[src/hdl/pha_div.sv]
module pha_div #(
  parameter int DW = 18,
  parameter int VW = 9
) (
  input  logic          clk,
  input  logic          rst_n,
  input  logic          start,
  input  logic [DW-1:0] dividend,
  input  logic [VW-1:0] divisor,
  output logic          busy,
  output logic          done,
  output logic [DW-1:0] quot,
  output logic [VW-1:0] rem
);

  localparam int CNT_W = $clog2(DW + 1);

  logic [CNT_W-1:0] cnt_r;
  logic             busy_r;
  logic             done_r;
  logic [DW-1:0]    q_r;
  logic [VW-1:0]    r_r;
  logic [VW-1:0]    d_r;
  logic [VW:0]      trial;
  logic             fits;

  assign trial = {r_r, q_r[DW-1]};
  assign fits  = trial >= {1'b0, d_r};

  // One quotient bit per cycle, restoring form.
  always_ff @(posedge clk) begin
    if (!rst_n) begin
      busy_r <= 1'b0;
      done_r <= 1'b0;
      cnt_r  <= '0;
    end else begin
      done_r <= 1'b0;
      if (start && !busy_r) begin
        busy_r <= 1'b1;
        cnt_r  <= CNT_W'(DW);
        q_r    <= dividend;
        r_r    <= '0;
        d_r    <= divisor;
      end else if (busy_r) begin
        r_r   <= fits ? VW'(trial - {1'b0, d_r}) : trial[VW-1:0];
        q_r   <= {q_r[DW-2:0], fits};
        cnt_r <= cnt_r - 1'b1;
        if (cnt_r == CNT_W'(1)) begin
          busy_r <= 1'b0;
          done_r <= 1'b1;
        end
      end
    end
  end

  assign busy = busy_r;
  assign done = done_r;
  assign quot = q_r;
  assign rem  = r_r;

endmodule

[config.mk]
export PLATFORM = sky130hd
export DESIGN_NAME = pha_div
export DESIGN_NICKNAME = d
export VERILOG_FILES = /design/src/hdl/pha_div.sv
export SDC_FILE = /design/constraint.sdc
export NUM_CORES = 1
export LEC_CHECK = 0
export ABC_AREA = 1
export BUFFER_PORTS_ARGS = -buffer_cell sky130_fd_sc_hd__buf_4
export CAP_MARGIN = 5
export CORE_ASPECT_RATIO = 0.8
export CORE_MARGIN = 3
export CORE_UTILIZATION = 30
export DETAILED_ROUTE_END_ITERATION = 12
export PLACE_DENSITY = 0.57
export REMOVE_ABC_BUFFERS = 1
export SYNTH_ARGS = -nofsm -noshare
export SYNTH_HDL_FRONTEND = slang
export SYNTH_SLANG_ARGS = --single-unit
[constraint.sdc]
create_clock -name clk -period 2.6 [get_ports clk]
set_clock_uncertainty 0.1 [all_clocks]
set_input_delay 0.26 -clock clk [delete_from_list [all_inputs] [get_ports clk]]
set_output_delay 0.26 -clock clk [all_outputs]
set_load 0.02 [all_outputs]
-- After elaboration in Yosys (flattened, before gate mapping)
Index checks and enable logic that the tools add are counted.
- output and inout port bits: 29
- bits in registers: 43
- eq/ne operators: 1
- $lt $le $gt $ge: 1
- add/subtract/negate cells: 2
- reduce and logical (&&, ||, !) cells: 7
- bitwise logic cells: 2
- muxes and demuxes: 10
- operator list (operator ; number):
    $mux 18 ; 2
    $mux 9 ; 2
    $ge 10x9->1 ; 1
    $mux 5 ; 2
    $sub 9x9->9 ; 1
    $eq 5x1->1 const B ; 1
    $sub 5x1->5 const B ; 1
    $mux 1 ; 4
    $reduce_and 2->1 ; 2
    $reduce_or 3->1 ; 1
    $not 1->1 ; 2
    $reduce_bool 2->1 ; 1
    $reduce_or 2->1 ; 1
    $logic_and 1x1->1 ; 1
    $logic_not 1->1 ; 1

-- Longest topological paths before layout
- depth after elaboration: 4
- mapped depth: 14
- depth with buffers taken out: 14

-- Worst setup path after synthesis
Ideal clock, no wire load.
- kind: register to register
- from: register busy_r, in the netlist busy
- to: register q_r[0], in the netlist quot[0] (enable)
- arrival: 1.797 ns
- data required time: 2.088 ns
- stages on the path, launching flop included: 3
- path slack: 0.291 ns
- cells stage by stage: dfxtp_1 nor2_1 nor2_1
- cells in the longest elaborated chain, start to end: 4
- RTL lines (what ; RTL line ; source):
    start, declared ; 19 ; logic busy_r;
    start signal, assigned ; 33 ; busy_r <= 1'b0;
    start signal, assigned ; 39 ; busy_r <= 1'b1;
    start signal, assigned ; 49 ; busy_r <= 1'b0;
    $logic_not 1->1 ; 38 ; if (start && !busy_r) begin
    $logic_and 1x1->1 ; 38 ;
    $reduce_bool 2->1 (no source line) * ; -- ;
    $reduce_and 2->1 (no source line) * ; -- ;
    end signal, assigned ; 41 ; q_r <= dividend;
    end signal, assigned ; 46 ; q_r <= {q_r[DW-2:0], fits};
    end, declared ; 21 ; logic [DW-1:0] q_r;
Every way passes the cells marked *; elsewhere a longest branch is shown, timed or not.
A chain may end at the register's enable or synchronous reset.

-- Worst setup path in the final report
- from: register q_r[17], in the netlist quot[17]
- to: register r_r[7], in the netlist rem[7] (data pin)
- cells in the longest elaborated chain, start to end: 3
- elaborated cells on any way between the ends: 4
- those cells by class: add/sub (1); order compare (1); mux (2)
- RTL lines (what ; RTL line ; source):
    $sub 9x9->9 / $ge 10x9->1 (equally long branches) ; 45, 28 ;
    $mux 9 * ; 45 ; r_r <= fits ? VW'(trial - {1'b0, d_r}) : trial[VW-1:0];
    $mux 9 * ; 44 ; end else if (busy_r) begin
    end signal, assigned ; 45 ;
    end, declared ; 22 ; logic [VW-1:0] r_r;
Every way passes the cells marked *; elsewhere a longest branch is shown, timed or not. The select of a mux whose other input is x is not followed.

==> results by group <==
STA
  – Crit path time final: 2.316 ns
  – Final Hold Viols: 0
  – Endpoints failing setup: 0
  – Fmax: 431.8 MHz
  – Worst-margin pin slew: roughly 0.84 ns
  – Slew Viols, Final: 0
  – Final worst path period share: between 80% and 90%
  – Relative slew margins: 44.05%
  – Setup TNS: 0 ns
  – RSZ-0062 raised after global routing: no

Placement
  – RePlAce Congestion: between 0.7 and 0.8
  – Dpl hpwl: between 3000 and 4000 microns
  – Post-Place Cells: around 420
  – # port buffers: 58

Synthesis
  – Synth Area in Compound Gates: ~3.6%
  – Area of the mapped netlist: 2282 sq um
  – Ys Warns: 0
  – Adder-Cell Fraction of Synth Area: 6.908%
  – Seq cells post-synth: 43
  – Post-synthesis cell type count: 26
  – Mapped Cells: about 270
  – Post-Synth XOR/XNOR Area: ~1.5%
  – Syn_area_per_cell: between 8 and 9 sq um
  – Post-synthesis sequential area ratio: 53.51%
  – Post-Synth Simple-Gate Area: between 20% and 30%
  – Largest family of logic cells by synthesized area: simple AND/OR/NAND/NOR gates
  – Post-synthesis mux area share: 0%

Floorplanning
  – Die area: 8696 sq um
  – Core area: 7128 sq um
  – Cell row count: 27
  – Starting density of the core: between 30% and 40%
  – IO Count: 59
  – Chip height: between 80 and 90 microns
  – Die X: ~100 microns

Drt
  – Routed wire per std cell: roughly 12 microns
  – WL final: around 5100 microns
  – Initial DRC count: about 150
  – DR vias: 1843
  – DRC errors left: 0
  – Antenna Violating Nets Remaining: 0
  – Vias/cell: about 4.3
  – DR pass1 iterations: 4

Clock tree
  – Clk pin slew, worst setup/hold paths: ~0.080 ns
  – CTS tree: yes
  – Clk Latency, worst-skew pair: approximately 0.30 ns
  – Cts repair resizes: 0
  – CTS Sinks: 43
  – Total CTS buffers: 5
  – Post-CTS Setup Inserts: 0
  – H-tree depth: 2
  – Clock buffer depth: 2
  – CTS hold repair buffers: 0
  – CTS root buf: clkbuf_8

Setup path
  – Critical path type: flip-flop to flip-flop
  – CP endpoint kind: flip-flop
  – CP arrival: approximately 2.3 ns
  – CP max stage delay: around 0.4 ns
  – Worst path cell trace: inv_1 -> ha_1 -> inv_1 -> fa_1 -> nand2_1 -> nand2_1 -> nand3_1 -> nand2_1 -> nand2_1 -> nand2_2 -> nand2_1 -> nand2_1 -> nand2_1 -> inv_1
  – Startpoint types: flip-flop
  – Most frequent CP cell: nand2_1
  – Worst-path fanout max: 13
  – WP data required: between 2 and 3 ns
  – Critical-path top delay cell: edfxtp_1

Finish
  – Utilization after layout: between 40% and 50%
  – # diodes: 0
  – Area grow syn2layout: 29.00%
  – Fraction of layout cells with a size suffix above 1: around 23%
  – Net count, final: approximately 370
  – Fin cells: approximately 430

Power
  – Leakage Power: roughly 0.0015 uW
  – VDD IR max: 278.0 uV
  – PwrDens: roughly 600 nW/um^2

GRT
  – Global-route wire length before repair: 8493 microns
  – Gr ovfl total: 0
  – Vias in the first global route: 1832
  – Antenna violations before repair: 0
  – GRT Total Usage: between 10% and 20%
  – Largest net degree at the start of global routing: 24

Min path
  – Hold Path Class: primary input to flip-flop

Run status
  – Status: finished clean

Job
  – Max cap viols: 0
-- worst max-delay path, delay by kind of cell (launching register included) --
kind	cells	cell delay, ns
adders and majority gates	2	0.54
buffers and inverters	3	0.18
DFF	1	0.41
and+or+nand+nor	9	0.85
-- logic make-up after synthesis --
logic type / after synthesis
buffers and inverters: 44
xor gates and xnor gates: 4
and+or+nand+nor: 151
AOI/OAI and AO/OA: 12
adders and majority gates: 12
DFF: 43
-- synth_stat cells, drive strengths merged --
cell / number / area (sq um)
a211oi: 1 / 7.510
fa: 1 / 20.02
xor2: 3 / 26.28
dfxtp: 7 / 140.1
buf: 2 / 16.26
o21bai: 5 / 37.54
nand3: 9 / 50.05
ha: 11 / 137.6
and3: 1 / 6.260
a21oi: 4 / 20.02
nand3b: 2 / 15.01
nand4: 1 / 6.260
xnor2: 1 / 8.760
nor2: 27 / 103.9
edfxtp: 36 / 1081
nand2: 105 / 401.6
a221oi: 1 / 8.760
inv: 39 / 146.4
clkbuf: 3 / 11.26
o21a: 1 / 7.510
nor3: 6 / 30.03
-- sequential cells by signal (all words and copies together) (netlist names) --
| signal | flops |
|---|---|
| quot | 18 |
| d_r | 9 |
| rem | 9 |
| cnt_r | 5 |
| busy | 1 |
| done | 1 |
-- cells in the final DEF (no fill, tap or decap), drive strengths merged --
cell / n
nand3: 9
nor3: 6
a221oi: 1
and3: 1
xnor2: 1
buf: 62
clkbuf: 7
a21oi: 4
dfxtp: 7
o21a: 1
inv: 40
ha: 11
xor2: 3
nand3b: 2
nor2: 27
a211oi: 1
nand2: 105
fa: 1
o21bai: 5
edfxtp: 36
nand4: 1
-- path summary, 6_finish.rpt --
kind | from | end | slack, ns | cells after the start
worst max-delay path | quot[17] | rem[7] | 0.28 | 14
worst min-delay path | divisor[5] | d_r[5] | 0.03 | 1
worst max register to register | quot[17] | rem[7] | 0.28 | 14
worst min register to register | cnt_r[4] | cnt_r[4] | 0.39 | 1
-- power by group --
part | internal [uW] | switching [uW] | total [uW]
sequential | 819 | 37.4 | 856
combinational | 182 | 263 | 445
clock | 220 | 236 | 455
total | 1220 | 536 | 1760
-- metrics by stage --
step / setup WS (ns) / area (sq um) / hold slack (ns) / total power (uW)
final: 0.2844 / 2944 / 0.03197 / 1756
after global routing: 0.05460 / 2944 / 0.01281 / 1862
after CTS: 0.2774 / 2944 / 0.02414 / 1774
after detailed placement: 0.2943 / 2849 / 0.3399 / 1320
after global placement: 0.3836 / 2849 / 0.3387 / 1315
after floorplan: 0.2906 / 2255 / 0.2589 / 1152
-- routing by layer --
metal  part of all wire, %  global-route usage, %
met3                   6.3                  4.022
met5                     0                      0
met4                  0.77                  2.174
met2                    44                  19.42
met1                    49                  15.61
-- area by class of cell --
cell class              instances  area (sq um)
repair buffers                 62         465.4
clock inverters                 1         8.758
clock buffers                   7         86.33
inverters                      39         146.4
flip-flops and latches         43          1221
fillers                       730          4184
multi-input cells             179         889.6
well taps                     101         126.4
No activity file was read; power rests on OpenSTA's default activity.
